File: config.mk
export PLATFORM = sky130hd
export DESIGN_NAME = zone_distance_packetizer_fifo
export DESIGN_NICKNAME = d
export VERILOG_FILES = /design/src/rtl/zdp_pkg.sv /design/src/rtl/zone_distance_packetizer_fifo.sv /design/src/rtl/zdp_pkt_ram.sv /design/src/rtl/zdp_cmd_fifo.sv /design/src/rtl/zdp_front.sv /design/src/rtl/zdp_back.sv
export SDC_FILE = /design/constraint.sdc
export NUM_CORES = 2
export LEC_CHECK = 0
export BUFFER_PORTS_ARGS = -buffer_cell sky130_fd_sc_hd__buf_2
export CAP_MARGIN = 30
export CORE_UTILIZATION = 45
export CTS_CLUSTER_DIAMETER = 80
export CTS_CLUSTER_SIZE = 24
export DETAILED_ROUTE_END_ITERATION = 10
export GPL_ROUTABILITY_DRIVEN = 0
export PLACE_DENSITY = 0.63
export SYNTH_ARGS = -nofsm -noshare
export SYNTH_HDL_FRONTEND = slang
export SYNTH_SLANG_ARGS = --single-unit
File: constraint.sdc
create_clock -name i_clk -period 15.25 [get_ports i_clk]
set_input_delay 0.7625 -clock i_clk [delete_from_list [all_inputs] [get_ports i_clk]]
set_output_delay 0.7625 -clock i_clk [all_outputs]
set_load 0.005 [all_outputs]
File: src/rtl/zdp_pkg.sv
// ----------------------------------------------------------------------------
// zdp_pkg: shared types and constants of the zone distance packetizer
// Default sizes, header constants, command codes and state types used by
// the front end, the command queue and the transmit engine.
// ----------------------------------------------------------------------------
package zdp_pkg;

    localparam int QUEUE_DEPTH_DEF  = 8;
    localparam int PACKET_BYTES_DEF = 48;
    localparam int HEADER_BYTES     = 4;
    localparam int CMDQ_DEPTH       = 2;

    localparam logic [7:0] PKT_TYPE    = 8'd1;
    localparam logic [7:0] PKT_ID      = 8'd0;
    localparam logic [7:0] EXP_CNT_16  = 8'd1;
    localparam logic [7:0] EXP_CNT_64  = 8'd3;
    localparam logic [6:0] ZONES_16    = 7'd16;
    localparam logic [6:0] ZONES_64    = 7'd64;

    // Header byte positions.
    localparam logic [1:0] HDR_TYPE_POS = 2'd0;
    localparam logic [1:0] HDR_NUM_POS  = 2'd1;
    localparam logic [1:0] HDR_CNT_POS  = 2'd2;
    localparam logic [1:0] HDR_ID_POS   = 2'd3;

    localparam logic FUNC_SAMPLE = 1'b0;
    localparam logic FUNC_TICK   = 1'b1;
    localparam logic MODE_16     = 1'b1;

    typedef enum logic {
        CMD_COMMIT = 1'b0,
        CMD_TICK   = 1'b1
    } t_cmd;

    typedef enum logic [2:0] {
        F_IDLE,
        F_WR_HI,
        F_PAD,
        F_HDR,
        F_ISSUE
    } t_front_state;

    typedef enum logic {
        B_IDLE,
        B_STREAM
    } t_back_state;

endpackage

File: src/rtl/zone_distance_packetizer_fifo.sv
// ----------------------------------------------------------------------------
// zone_distance_packetizer_fifo: zone distance packet framer with packet queue
// Packs per-zone distances into fixed-length headed packets, queues them and
// streams the head packet byte by byte on a transmit tick.
// ----------------------------------------------------------------------------
// Input channel (i_in_valid / o_in_stall) carries a word that is either one
// zone distance or a transmit tick. Output channel (o_out_valid / i_out_stall)
// carries one packet byte per word, o_last_byte on the final byte.
// A distance's two bytes go through the single write port of the packet
// store, low byte first. Closing a packet zero fills the padding bytes,
// writes the four header bytes and queues the commit; the next distance
// waits until the transmit engine has taken that commit. A tick goes
// straight into the command queue. When the engine takes it and a packet
// is waiting, the first byte is read through the store's registered port
// into the output register, and the rest follow one per cycle from the
// read port while the receiver does not stall; a tick on an empty queue gives nothing.
// A packet that finds the queue full is dropped.
// Synchronous reset clears all control state and empties the queue; the
// packet store needs no clearing. While the receiver stalls, the current byte
// holds, one more byte waits at the store output, and reading pauses.
// ----------------------------------------------------------------------------
module zone_distance_packetizer_fifo #(
    parameter int QUEUE_DEPTH  = zdp_pkg::QUEUE_DEPTH_DEF,
    parameter int PACKET_BYTES = zdp_pkg::PACKET_BYTES_DEF
) (
    input  logic        i_clk,
    input  logic        i_rst_n,
    input  logic        i_cfg_wr_en,
    input  logic        i_cfg_wr_data,
    input  logic        i_in_valid,
    output logic        o_in_stall,
    input  logic        i_func,
    input  logic [15:0] i_distance,
    output logic        o_out_valid,
    input  logic        i_out_stall,
    output logic [7:0]  o_tx_byte,
    output logic        o_last_byte
);

    import zdp_pkg::*;

    localparam int NSLOT = QUEUE_DEPTH + 1;
    localparam int PW    = $clog2(NSLOT);
    localparam int DEPTH = NSLOT * PACKET_BYTES;
    localparam int AW    = $clog2(DEPTH);

    logic          w_push;
    t_cmd          w_push_cmd;
    logic          w_fifo_full;
    logic          w_cmd_pop;
    logic          w_cmd_valid;
    t_cmd          w_cmd;
    logic          w_commit_done;
    logic [PW-1:0] w_tail;
    logic          w_wr_en;
    logic [AW-1:0] w_wr_addr;
    logic [7:0]    w_wr_data;
    logic          w_rd_en;
    logic [AW-1:0] w_rd_addr;
    logic [7:0]    w_rd_data;

    zdp_front #(
        .PACKET_BYTES (PACKET_BYTES),
        .PW           (PW),
        .AW           (AW)
    ) u_front (
        .i_clk         (i_clk),
        .i_rst_n       (i_rst_n),
        .i_cfg_wr_en   (i_cfg_wr_en),
        .i_cfg_wr_data (i_cfg_wr_data),
        .i_in_valid    (i_in_valid),
        .o_in_stall    (o_in_stall),
        .i_func        (i_func),
        .i_distance    (i_distance),
        .i_commit_done (w_commit_done),
        .i_tail        (w_tail),
        .o_push        (w_push),
        .o_push_cmd    (w_push_cmd),
        .i_fifo_full   (w_fifo_full),
        .o_wr_en       (w_wr_en),
        .o_wr_addr     (w_wr_addr),
        .o_wr_data     (w_wr_data)
    );

    zdp_cmd_fifo u_cmd_fifo (
        .i_clk      (i_clk),
        .i_rst_n    (i_rst_n),
        .i_push     (w_push),
        .i_push_cmd (w_push_cmd),
        .o_full     (w_fifo_full),
        .i_pop      (w_cmd_pop),
        .o_valid    (w_cmd_valid),
        .o_cmd      (w_cmd)
    );

    zdp_pkt_ram #(
        .DEPTH (DEPTH),
        .AW    (AW)
    ) u_pkt_ram (
        .i_clk     (i_clk),
        .i_wr_en   (w_wr_en),
        .i_wr_addr (w_wr_addr),
        .i_wr_data (w_wr_data),
        .i_rd_en   (w_rd_en),
        .i_rd_addr (w_rd_addr),
        .o_rd_data (w_rd_data)
    );

    zdp_back #(
        .QUEUE_DEPTH  (QUEUE_DEPTH),
        .PACKET_BYTES (PACKET_BYTES),
        .PW           (PW),
        .AW           (AW)
    ) u_back (
        .i_clk         (i_clk),
        .i_rst_n       (i_rst_n),
        .i_cmd_valid   (w_cmd_valid),
        .i_cmd         (w_cmd),
        .o_cmd_pop     (w_cmd_pop),
        .o_commit_done (w_commit_done),
        .o_tail        (w_tail),
        .o_rd_en       (w_rd_en),
        .o_rd_addr     (w_rd_addr),
        .i_rd_data     (w_rd_data),
        .o_out_valid   (o_out_valid),
        .i_out_stall   (i_out_stall),
        .o_tx_byte     (o_tx_byte),
        .o_last_byte   (o_last_byte)
    );

endmodule

File: src/rtl/zdp_pkt_ram.sv
// ----------------------------------------------------------------------------
// zdp_pkt_ram: packet store
// Byte-wide memory with one write port and one registered read port.
// ----------------------------------------------------------------------------
module zdp_pkt_ram #(
    parameter int DEPTH = 432,
    parameter int AW    = 9
) (
    input  logic          i_clk,
    input  logic          i_wr_en,
    input  logic [AW-1:0] i_wr_addr,
    input  logic [7:0]    i_wr_data,
    input  logic          i_rd_en,
    input  logic [AW-1:0] i_rd_addr,
    output logic [7:0]    o_rd_data
);

    logic [7:0] r_mem [DEPTH];
    logic [7:0] r_rd_data;

    always_ff @(posedge i_clk) begin
        if (i_wr_en) begin
            r_mem[i_wr_addr] <= i_wr_data;
        end
    end

    always_ff @(posedge i_clk) begin
        if (i_rd_en) begin
            r_rd_data <= r_mem[i_rd_addr];
        end
    end

    assign o_rd_data = r_rd_data;

endmodule

File: src/rtl/zdp_cmd_fifo.sv
// ----------------------------------------------------------------------------
// zdp_cmd_fifo: command queue between front end and transmit engine
// A short first-in first-out queue of commit and transmit commands.
// ----------------------------------------------------------------------------
module zdp_cmd_fifo (
    input  logic          i_clk,
    input  logic          i_rst_n,
    input  logic          i_push,
    input  zdp_pkg::t_cmd i_push_cmd,
    output logic          o_full,
    input  logic          i_pop,
    output logic          o_valid,
    output zdp_pkg::t_cmd o_cmd
);

    import zdp_pkg::*;

    localparam int PW = (CMDQ_DEPTH > 1) ? $clog2(CMDQ_DEPTH) : 1;
    localparam int CW = $clog2(CMDQ_DEPTH + 1);

    t_cmd          r_mem [CMDQ_DEPTH];
    logic [PW-1:0] r_wp;
    logic [PW-1:0] r_rp;
    logic [CW-1:0] r_cnt;
    logic          w_push;
    logic          w_pop;

    assign o_full  = (r_cnt == CW'(CMDQ_DEPTH));
    assign o_valid = (r_cnt != '0);
    assign o_cmd   = r_mem[r_rp];
    assign w_push  = i_push && !o_full;
    assign w_pop   = i_pop && o_valid;

    function automatic logic [PW-1:0] ptr_inc(input logic [PW-1:0] p);
        ptr_inc = (p == PW'(CMDQ_DEPTH - 1)) ? '0 : p + PW'(1);
    endfunction

    always_ff @(posedge i_clk) begin
        if (w_push) begin
            r_mem[r_wp] <= i_push_cmd;
        end
    end

    always_ff @(posedge i_clk) begin
        if (!i_rst_n) begin
            r_wp  <= '0;
            r_rp  <= '0;
            r_cnt <= '0;
        end else begin
            if (w_push) begin
                r_wp <= ptr_inc(r_wp);
            end
            if (w_pop) begin
                r_rp <= ptr_inc(r_rp);
            end
            case ({w_push, w_pop})
                2'b10:   r_cnt <= r_cnt + CW'(1);
                2'b01:   r_cnt <= r_cnt - CW'(1);
                default: r_cnt <= r_cnt;
            endcase
        end
    end

endmodule

File: src/rtl/zdp_front.sv
// ----------------------------------------------------------------------------
// zdp_front: input front end and packet assembly
// Takes samples and ticks, writes distances straight into the free packet
// slot, zero fills and heads a finished packet, then queues a commit.
// ----------------------------------------------------------------------------
module zdp_front #(
    parameter int PACKET_BYTES = zdp_pkg::PACKET_BYTES_DEF,
    parameter int PW           = 4,
    parameter int AW           = 9
) (
    input  logic          i_clk,
    input  logic          i_rst_n,
    input  logic          i_cfg_wr_en,
    input  logic          i_cfg_wr_data,
    input  logic          i_in_valid,
    output logic          o_in_stall,
    input  logic          i_func,
    input  logic [15:0]   i_distance,
    input  logic          i_commit_done,
    input  logic [PW-1:0] i_tail,
    output logic          o_push,
    output zdp_pkg::t_cmd o_push_cmd,
    input  logic          i_fifo_full,
    output logic          o_wr_en,
    output logic [AW-1:0] o_wr_addr,
    output logic [7:0]    o_wr_data
);

    import zdp_pkg::*;

    localparam int SLOTS = (PACKET_BYTES - HEADER_BYTES) / 2;
    localparam int SW    = $clog2(SLOTS + 1);
    localparam int BW1   = $clog2(PACKET_BYTES + 1);

    t_front_state r_state, n_state;
    logic [SW-1:0]  r_slot;
    logic [6:0]     r_zone;
    logic [7:0]     r_pnum;
    logic [7:0]     r_dist_hi;
    logic [BW1-1:0] r_bidx;
    logic [7:0]     r_hdr_num;
    logic           r_hdr_mode;
    logic           r_pend;
    logic           r_zone_mode;

    logic [AW-1:0]  w_base;
    logic [AW-1:0]  w_slot_addr;
    logic           w_accept;
    logic [SW-1:0]  w_slot_inc;
    logic [6:0]     w_zone_inc;
    logic [6:0]     w_zones;
    logic           w_frame_end;
    logic           w_close;
    logic           w_pad_done;
    logic           w_hdr_done;

    assign w_base      = AW'(i_tail) * AW'(PACKET_BYTES);
    assign w_slot_addr = w_base + AW'(HEADER_BYTES) + (AW'(r_slot) << 1);
    assign w_slot_inc  = r_slot + SW'(1);
    assign w_zone_inc  = r_zone + 7'd1;
    assign w_zones     = (r_zone_mode == MODE_16) ? ZONES_16 : ZONES_64;
    assign w_frame_end = (w_zone_inc >= w_zones);
    assign w_close     = w_frame_end || (w_slot_inc >= SW'(SLOTS));
    assign w_pad_done  = (r_bidx >= BW1'(PACKET_BYTES));
    assign w_hdr_done  = (r_bidx == BW1'(HEADER_BYTES - 1));

    // A sample must wait while its slot's commit is still in the queue.
    assign o_in_stall = (r_state != F_IDLE) || i_fifo_full || (r_pend && !i_func);
    assign w_accept   = i_in_valid && !o_in_stall;

    always_comb begin
        n_state = r_state;
        case (r_state)
            F_IDLE: begin
                if (w_accept && (i_func == FUNC_SAMPLE)) begin
                    n_state = F_WR_HI;
                end
            end
            F_WR_HI: begin
                n_state = w_close ? F_PAD : F_IDLE;
            end
            F_PAD: begin
                if (w_pad_done) begin
                    n_state = F_HDR;
                end
            end
            F_HDR: begin
                if (w_hdr_done) begin
                    n_state = F_ISSUE;
                end
            end
            F_ISSUE: begin
                if (!i_fifo_full) begin
                    n_state = F_IDLE;
                end
            end
            default: n_state = F_IDLE;
        endcase
    end

    always_comb begin
        o_wr_en    = 1'b0;
        o_wr_addr  = w_slot_addr;
        o_wr_data  = 8'd0;
        o_push     = 1'b0;
        o_push_cmd = CMD_TICK;
        case (r_state)
            F_IDLE: begin
                if (w_accept && (i_func == FUNC_SAMPLE)) begin
                    o_wr_en   = 1'b1;
                    o_wr_data = i_distance[7:0];
                end
                if (w_accept && (i_func == FUNC_TICK)) begin
                    o_push = 1'b1;
                end
            end
            F_WR_HI: begin
                o_wr_en   = 1'b1;
                o_wr_addr = w_slot_addr + AW'(1);
                o_wr_data = r_dist_hi;
            end
            F_PAD: begin
                o_wr_en   = !w_pad_done;
                o_wr_addr = w_base + AW'(r_bidx);
            end
            F_HDR: begin
                o_wr_en   = 1'b1;
                o_wr_addr = w_base + AW'(r_bidx);
                case (r_bidx[1:0])
                    HDR_TYPE_POS: o_wr_data = PKT_TYPE;
                    HDR_NUM_POS:  o_wr_data = r_hdr_num;
                    HDR_CNT_POS:  o_wr_data = r_hdr_mode ? EXP_CNT_16 : EXP_CNT_64;
                    HDR_ID_POS:   o_wr_data = PKT_ID;
                    default:      o_wr_data = PKT_ID;
                endcase
            end
            F_ISSUE: begin
                o_push     = !i_fifo_full;
                o_push_cmd = CMD_COMMIT;
            end
            default: begin
                o_wr_en = 1'b0;
            end
        endcase
    end

    always_ff @(posedge i_clk) begin
        if (w_accept) begin
            r_dist_hi <= i_distance[15:8];
        end
        if ((r_state == F_WR_HI) && w_close) begin
            r_hdr_num  <= r_pnum;
            r_hdr_mode <= r_zone_mode;
        end
    end

    always_ff @(posedge i_clk) begin
        if (!i_rst_n) begin
            r_state     <= F_IDLE;
            r_slot      <= '0;
            r_zone      <= '0;
            r_pnum      <= 8'd1;
            r_bidx      <= '0;
            r_pend      <= 1'b0;
            r_zone_mode <= 1'b0;
        end else begin
            r_state <= n_state;
            if (i_cfg_wr_en) begin
                r_zone_mode <= i_cfg_wr_data;
            end
            case (r_state)
                F_WR_HI: begin
                    if (w_close) begin
                        r_slot <= '0;
                        r_bidx <= BW1'(HEADER_BYTES) + (BW1'(w_slot_inc) << 1);
                        if (w_frame_end) begin
                            r_zone <= '0;
                            r_pnum <= 8'd1;
                        end else begin
                            r_zone <= w_zone_inc;
                            r_pnum <= r_pnum + 8'd1;
                        end
                    end else begin
                        r_slot <= w_slot_inc;
                        r_zone <= w_zone_inc;
                    end
                end
                F_PAD: begin
                    r_bidx <= w_pad_done ? '0 : r_bidx + BW1'(1);
                end
                F_HDR: begin
                    r_bidx <= r_bidx + BW1'(1);
                end
                default: begin
                    r_bidx <= r_bidx;
                end
            endcase
            if ((r_state == F_ISSUE) && !i_fifo_full) begin
                r_pend <= 1'b1;
            end else if (i_commit_done) begin
                r_pend <= 1'b0;
            end
        end
    end

endmodule

File: src/rtl/zdp_back.sv
// ----------------------------------------------------------------------------
// zdp_back: packet queue bookkeeping and transmit engine
// Executes commit and transmit commands in order: keeps the ring of packet
// slots and streams the head packet one byte per cycle while not stalled.
// ----------------------------------------------------------------------------
module zdp_back #(
    parameter int QUEUE_DEPTH  = zdp_pkg::QUEUE_DEPTH_DEF,
    parameter int PACKET_BYTES = zdp_pkg::PACKET_BYTES_DEF,
    parameter int PW           = 4,
    parameter int AW           = 9
) (
    input  logic          i_clk,
    input  logic          i_rst_n,
    input  logic          i_cmd_valid,
    input  zdp_pkg::t_cmd i_cmd,
    output logic          o_cmd_pop,
    output logic          o_commit_done,
    output logic [PW-1:0] o_tail,
    output logic          o_rd_en,
    output logic [AW-1:0] o_rd_addr,
    input  logic [7:0]    i_rd_data,
    output logic          o_out_valid,
    input  logic          i_out_stall,
    output logic [7:0]    o_tx_byte,
    output logic          o_last_byte
);

    import zdp_pkg::*;

    localparam int BW1 = $clog2(PACKET_BYTES + 1);
    localparam int CW  = $clog2(QUEUE_DEPTH + 1);

    t_back_state r_state, n_state;
    logic [PW-1:0]  r_head;
    logic [PW-1:0]  r_tail;
    logic [CW-1:0]  r_count;
    logic [BW1-1:0] r_rd_idx;
    logic           r_have;
    logic           r_have_last;
    logic           r_out_valid;
    logic [7:0]     r_tx_byte;
    logic           r_last_byte;

    logic w_load;
    logic w_rd_last;
    logic w_commit;
    logic w_start;

    // The ring has one slot more than the queue holds, so the slot being
    // assembled never aliases a queued packet.
    function automatic logic [PW-1:0] slot_inc(input logic [PW-1:0] p);
        slot_inc = (p == PW'(QUEUE_DEPTH)) ? '0 : p + PW'(1);
    endfunction

    assign w_load    = r_have && (!r_out_valid || !i_out_stall);
    assign w_rd_last = (r_rd_idx == BW1'(PACKET_BYTES - 1));
    assign w_commit  = o_cmd_pop && (i_cmd == CMD_COMMIT);
    assign w_start   = o_cmd_pop && (i_cmd == CMD_TICK) && (r_count != '0);

    always_comb begin
        n_state = r_state;
        case (r_state)
            B_IDLE: begin
                if (w_start) begin
                    n_state = B_STREAM;
                end
            end
            B_STREAM: begin
                if (o_rd_en && w_rd_last) begin
                    n_state = B_IDLE;
                end
            end
            default: n_state = B_IDLE;
        endcase
    end

    always_comb begin
        o_cmd_pop = 1'b0;
        o_rd_en   = 1'b0;
        case (r_state)
            B_IDLE: begin
                o_cmd_pop = i_cmd_valid;
            end
            B_STREAM: begin
                // A new read may replace the held byte only once it moves on.
                o_rd_en = !r_have || w_load;
            end
            default: begin
                o_cmd_pop = 1'b0;
            end
        endcase
    end

    assign o_rd_addr     = AW'(r_head) * AW'(PACKET_BYTES) + AW'(r_rd_idx);
    assign o_commit_done = w_commit;
    assign o_tail        = r_tail;
    assign o_out_valid   = r_out_valid;
    assign o_tx_byte     = r_tx_byte;
    assign o_last_byte   = r_last_byte;

    always_ff @(posedge i_clk) begin
        if (o_rd_en) begin
            r_have_last <= w_rd_last;
        end
        if (w_load) begin
            r_tx_byte   <= i_rd_data;
            r_last_byte <= r_have_last;
        end
    end

    always_ff @(posedge i_clk) begin
        if (!i_rst_n) begin
            r_state     <= B_IDLE;
            r_head      <= '0;
            r_tail      <= '0;
            r_count     <= '0;
            r_rd_idx    <= '0;
            r_have      <= 1'b0;
            r_out_valid <= 1'b0;
        end else begin
            r_state <= n_state;
            if (w_commit && (r_count < CW'(QUEUE_DEPTH))) begin
                r_tail  <= slot_inc(r_tail);
                r_count <= r_count + CW'(1);
            end
            if (w_start) begin
                r_rd_idx <= '0;
            end else if (o_rd_en) begin
                r_rd_idx <= r_rd_idx + BW1'(1);
            end
            if (o_rd_en && w_rd_last) begin
                r_head  <= slot_inc(r_head);
                r_count <= r_count - CW'(1);
            end
            if (o_rd_en) begin
                r_have <= 1'b1;
            end else if (w_load) begin
                r_have <= 1'b0;
            end
            if (w_load) begin
                r_out_valid <= 1'b1;
            end else if (!i_out_stall) begin
                r_out_valid <= 1'b0;
            end
        end
    end

    a_count_bound: assert property (@(posedge i_clk) disable iff (!i_rst_n)
        r_count <= CW'(QUEUE_DEPTH))
        else $error("packet queue count exceeds its depth");

    a_empty_ptrs: assert property (@(posedge i_clk) disable iff (!i_rst_n)
        (r_count == '0) |-> (r_head == r_tail))
        else $error("empty packet queue with head and tail apart");

    a_stream_nonempty: assert property (@(posedge i_clk) disable iff (!i_rst_n)
        (r_state == B_STREAM) |-> (r_count != '0))
        else $error("streaming from an empty packet queue");

    a_last_ends_stream: assert property (@(posedge i_clk) disable iff (!i_rst_n)
        (o_rd_en && w_rd_last) |=> (r_state == B_IDLE))
        else $error("transmit engine kept streaming past the last byte");

endmodule

# Word level (Yosys, flattened, before mapping)
# Memories as Yosys holds them, arrays and structs flattened. A register that Yosys moved wholly into a read port is not among the register bits.
# Index checks and enable logic that the tools add are counted.
# classes
addsub	19
multipliers	2
n_lt_le_gt_ge	4
n_eq_ne	20
muxes	48
bitwise	4
reduce_logical	42
# op_table
cell	count
one-hot mux 8 bit (4 select lines)	1
adder 9 x 6 -> 9 bit	3
one-hot mux 8 bit (3 select lines)	1
two-way mux 1 bit	21
two-way mux 7 bit	3
one-hot mux 6 bit (3 select lines)	1
one-hot mux 9 bit (2 select lines)	1
two-way mux 4 bit	4
two-way mux 8 bit	2
one-hot mux 3 bit (5 select lines)	1
logical AND 1 bit	14
adder 4 x 1 -> 4 bit, second input constant	3
adder 6 x 1 -> 6 bit, second input constant	2
two-way mux 3 bit	4
two-way mux 6 bit	2
multiplier 4 x 2 -> 5 bit, second input constant	2
!= test 2 x 1 -> 1 bit, second input constant	5
nonzero test 2 bit	5
adder 9 x 1 -> 9 bit, second input constant	1
adder 9 x 3 -> 9 bit, second input constant	1
adder 8 x 1 -> 8 bit, second input constant	1
== test 2 bit, second input constant	4
== test 4 bit, second input constant	2
adder 7 x 1 -> 7 bit, second input constant	1
other kinds (32)	54
# word_totals
regBits	83
ram_bits	3458
input_bits	23
word_cells	164
n_memories	2
# mem_list
memory	depth	word_bits	read_ports	rd_clocked_by_memory_dff	write_ports	line_no	source
u_pkt_ram.r_mem	432	8	1	1	1	zdp_pkt_ram.sv:18	logic [7:0] r_mem [DEPTH];
u_cmd_fifo.r_mem	2	1	1	1	1	zdp_cmd_fifo.sv:21	t_cmd r_mem [CMDQ_DEPTH];

# Depth between registers and ports, before layout
# depth
depth_word	11
mapped_depth	14
depth_no_buf	13

# By module
# From an unflattened synthesis, not the netlist that was laid out.
# unflattened
hier_cells	7099
area_unflattened_um2	140294.6
# modules_own_cells
module	instances	cells_each	area_per_inst_um2	seq_area_each_um2
zdp_pkt_ram	1	6597	135515.0	104019.8
zdp_front	1	311	2855.2	1131.1
zdp_back	1	162	1614.0	720.7
zdp_cmd_fifo	1	29	310.3	160.2

# Worst setup path before layout
# No wires, ideal clock.
# synth_timing
kind	reg-to-reg
startpoint	register u_front.r_state[2]
endpoint	memory u_pkt_ram.r_mem[0][0] (data pin)
setup_ns	1.320
arrival_ns	6.925
path_slack_ns	7.005
stages_incl_launch_ff	5
n_path_buf	1
synth_period_minus_slack_ns	8.245
cell_sequence	dfxtp_1 -> clkbuf_1 -> or4_1 -> nor4_4 -> a221o_1
# synth_between
elab_chain_len	8
# synth_rtl
element	line_no	source
start, declared	zdp_front.sv:35	t_front_state r_state, n_state;
start signal, assigned	zdp_front.sv:167	r_state <= n_state;
nonzero test 3 bit	zdp_front.sv:68	assign o_in_stall = (r_state != F_IDLE) || i_fifo_full || (r_pend && !i_func);
logical OR 1 bit (2 in series)	zdp_front.sv:68	
zero test 1 bit	zdp_front.sv:69	assign w_accept = i_in_valid && !o_in_stall;
logical AND 1 bit	zdp_front.sv:69	
logical AND 1 bit	zdp_front.sv:109	if (w_accept && (i_func == FUNC_SAMPLE)) begin
two-way mux 8 bit	zdp_front.sv:109	
one-hot mux 8 bit (3 select lines) *	zdp_front.sv:107	case (r_state)
via u_front.o_wr_data[0]	zdp_front.sv:26	output logic [7:0] o_wr_data
end, declared	zdp_pkt_ram.sv:18	
# Mark *: on every way through the listed nets, which the timed path passes. The rest lies on a longest branch.

# Worst setup path after layout
# layout_timing
startpoint	register u_back.r_rd_idx[0]
endpoint	register u_pkt_ram.r_rd_data[1] (netlist: u_pkt_ram.o_rd_data[1]) (read register of u_pkt_ram.r_mem) (data pin)
# layout_between
elab_chain_len	1
# layout_rtl
element	line_no	source
start, declared	zdp_back.sv:37	logic [BW1-1:0] r_rd_idx;
start signal, assigned	zdp_back.sv:129	r_rd_idx <= r_rd_idx + BW1'(1);
adder 9 x 6 -> 9 bit	zdp_back.sv:94	assign o_rd_addr = AW'(r_head) * AW'(PACKET_BYTES) + AW'(r_rd_idx);
end, declared	zdp_pkt_ram.sv:19	logic [7:0] r_rd_data;
# Every way passes these cells.
# A chain may end at the register's enable or synchronous reset.

==> impl_metrics.toml <==
[final_layout]
final-seq-area_um2 = 106000
fillers = 25063
layout-drive-gt1-share_pct = 16.6
final_cell_count_no_fill = 11246
stdcell_area_um2 = 150000
fin_nets = 7131
syn_to_final_growth_pct = 7.64
multi_input_area_um2 = 31300

[clock_tree]
cts-buffers-inserted = 182
post-cts-setup-buffer-count = 0
clock_latency_ns = 0.90
clk_pin_slew_ns = 0.10
hold_buffers = 1
htreeDepth = 4
cts_root_buffer = "clkbuf_16"
cts.path.max_buffers = 4
tritoncts = "yes"
cts_sinks = 3550
cts.repair.resized = 0

[sta]
post-route-period-util_pct = 37.5
drv_slew = 0
setup-tns-final_ns = 0
period_needed_ns = 5.73
setup_ws_ns = 9.52
finalHoldViolCount = 0
rsz0062_at_grt = "false"
finClkSkew_ns = 0.0685
worst_pin_slew_ns = 1.19
slew_headroom_pct = 20.8
fmax_ghz = 0.175
finalSetupViolations = 0

[die]
fp.dieH_um = 558
initial_core_util_pct = 45.4
pin_count = 34
die_area_um2 = 312000
coreArea_um2 = 307000
rows = 203
die_w_um = 558

[grt]
grt_pass1_vias = 70144
grt_overflow = 0
grt_max_degree = 212
grt_usage_pct = 24.5
grt_antenna_before_repair = 20
grt_pass1_wl_um = 540000

[power_and_ir_drop]
p_leak_nw = 44.0
p_seq_share_pct = 64.7
peakVddDrop_mv = 0.0914
pwr-share-comb_pct = 3.5
p_sw_w = 0.00354
swShare_pct = 21.0
clkPwrFrac_pct = 31.7
power_density_nw_per_um2 = 113
p_int_w = 0.0133

[worst_setup_path]
crit_fanout = 107
reg2reg_depth = 10
path_class = "reg -> reg"
setup.worst_path.end_class = "flop"
arrival_ns = 6.50
crit_required_ns = 16.03
startpoint_type = "flop"

[worst_hold_path]
worstHoldPathCells = 1
min_path_type = "in -> reg"

[placed_design]
hpwl_um = 236000
dpl_cell_area_um2 = 144000
dp_cells = 10975
dpl_worst_slack_ns = 9.36
io_buffers = 33

[detailed_routing]
drc_errors = 0
viasPerCell = 6.36
routed_wl_um = 385000
ant_nets = 0
drt_first_pass_iters = 8
drt-wirelength-per-cell_um = 34.3
vias = 71528
drtIter0Drc = 10267

[logic_synthesis]
syn_area_um2 = 139000
ys_async_sr_fraction_pct = 0
syn_inst = 7091
ys_seq_elements = 3550
syn-num-nets = 7151
synth.distinct_cells = 86
syn_area_per_cell_um2 = 19.6
synth_edf_count = 3493
synth-seq-area-share_pct = 76.1
synth_warnings = 0
synth-main-ff-cell = "edfxtp_1"

[run]
cap_viol_max_count = 0

[outcome]
status = "completed"
-- power by group through the flow --
stage | Clock, W | Sequential [W] | Combinational, W
3_5_place_dp | 0 | 0.0112 | 0.000587
2_1_floorplan | 0 | 0.0113 | 0.000294
4_1_cts | 0.00541 | 0.0109 | 0.000585
6_report | 0.00536 | 0.0109 | 0.000597
3_3_place_gp | 0 | 0.0112 | 0.000546
5_1_grt | 0.00570 | 0.0109 | 0.000629
-- cells in the final DEF (no fill, tap or decap), types with 17 or more instances in the layout --
cell type | Yosys | final
edfxtp_1 | 3493 | 3493
mux4_2 | 651 | 651
nor2_1 | 568 | 562
mux2i_1 | 501 | 501
clkbuf_16 | 0 | 186
nand2_1 | 190 | 173
a22oi_1 | 153 | 153
buf_4 | 61 | 136
a21oi_1 | 120 | 120
o221ai_1 | 86 | 86
nand3_1 | 76 | 76
o21ai_0 | 76 | 76
o22ai_1 | 69 | 69
dfxtp_1 | 57 | 53
nor3_1 | 51 | 51
nand4_1 | 42 | 42
a22o_1 | 40 | 40
buf_2 | 107 | 39
a221oi_1 | 37 | 37
a211oi_1 | 31 | 31
ha_1 | 32 | 31
inv_1 | 37 | 29
clkbuf_1 | 190 | 28
a31oi_1 | 24 | 24
xnor2_1 | 26 | 23
nor2b_1 | 25 | 21
and3_1 | 17 | 17
xor2_1 | 19 | 17
buf_12 | 0 | 17
-- synthesized netlist by cell type, types with 7 or more instances --
master        n  area, um^2
edfxtp_1   3493      105000
mux4_2      651       14700
nor2_1      568        2130
mux2i_1     501        5010
clkbuf_1    190         713
nand2_1     190         713
a22oi_1     153        1150
a21oi_1     120         601
buf_2       107         536
o221ai_1     86         753
nand3_1      76         380
o21ai_0      76         380
o22ai_1      69         432
buf_4        61         458
dfxtp_1      57        1140
nor3_1       51         255
nand4_1      42         263
a22o_1       40         350
a221oi_1     37         324
inv_1        37         139
buf_1        32         120
ha_1         32         400
a211oi_1     31         233
buf_6        31         349
xnor2_1      26         228
nor2b_1      25         156
a31oi_1      24         150
xor2_1       19         166
and3_1       17         106
a2111oi_0    16         140
nor4_1       16         100
or3_1        16         100
mux2_2       15         169
nand2b_1     14        87.6
and2_1       12        75.1
or4_1        10        75.1
a21o_1        8        60.1
a221o_1       7        70.1
and4_1        7        61.3
o2111ai_1     7        61.3
o211ai_1      7        52.6
-- metal layers --
metal	vias up	track usage (%)	part of all wire [%]
li1	28925	-	-
met5	-	0	0.0073
met3	726	4.51	9.0
met4	4	10.5	4.9
met2	3739	38.4	47
met1	38134	33.8	39
-- final cells by class --
class                      instances  share of cell area, %
antenna                           11                 0.0184
clock buffer                     214                   3.17
multi-input combinational       3080                   20.9
tap                             4100                   3.42
timing repair buffer             218                   1.40
sequential                      3550                   70.7
clock inverter                    34                  0.277
inverter                          39                  0.133
-- metrics by stage --
step	util, %	hold slack [ns]	total power [W]
3_3_place_gp	47.0	0.413	0.0117
3_5_place_dp	47.1	0.420	0.0117
6_report	48.9	0.0476	0.0169
4_1_cts	48.8	0.000124	0.0169
2_1_floorplan	-	0.400	0.0116
5_1_grt	48.9	0.0200	0.0173
-- cells by family (layout without fill, tap and decap cells) --
kind of cell / after synthesis / count (layout) / share of synthesized area (%)
multiplexers: 1167 / 1167 / 14.2
flip-flops: 3550 / 3550 / 76.1
adder cells (fa/ha/maj): 37 / 37 / 0.359
other: 0 / 11 / 0
AND/OR/NAND/NOR: 1077 / 1077 / 3.46
AO/OA/AOI/OAI: 754 / 754 / 3.87
XOR/XNOR: 45 / 45 / 0.283
buffers and inverters: 461 / 505 / 1.68
-- registers in the layout, indices dropped and copies added, names as in the netlist, 2 cells and up, named ones only --
| register | cells |
|---|---|
| u_front.r_state | 3 |
| u_front.r_slot | 5 |
| u_front.r_dist_hi | 8 |
| u_cmd_fifo.r_cnt | 2 |
| u_back.r_rd_idx | 6 |
| u_cmd_fifo.r_mem | 2 |
| u_back.o_tail | 4 |
| u_front.r_pnum | 8 |
| u_front.r_hdr_num | 8 |
| u_pkt_ram.r_mem | 3456 |
| u_back.o_tx_byte | 8 |
| u_pkt_ram.o_rd_data | 8 |
| u_front.r_bidx | 6 |
| u_back.r_count | 4 |
| u_front.r_zone | 7 |
| u_back.r_head | 4 |
-- critical path: stages (launching register included) --
cell and delay (ns):
dfxtp_4 0.73, buf_12 0.48, buf_12 0.64, buf_4 0.85, mux2i_1 0.16, o221ai_1 0.45, a21oi_1 0.14, nor3_1 0.69
nor2_1 0.12, nor4b_2 0.84, o31a_1 0.25
-- final timing paths --
kind,to,from,slack (ns)
min reg2reg,u_back.o_last_byte$_DFFE_PP_,u_back.r_have_last$_DFFE_PP_,0.44
max reg2reg,u_pkt_ram.o_rd_data[1]$_DFFE_PP_,u_back.r_rd_idx[0]$_SDFFE_PP0P_,9.52
min,u_front.r_dist_hi[7]$_DFFE_PN_,i_distance[15],0.05
max,u_pkt_ram.o_rd_data[1]$_DFFE_PP_,u_back.r_rd_idx[0]$_SDFFE_PP0P_,9.52
Note: power is estimated with default switching activity, not from simulation.
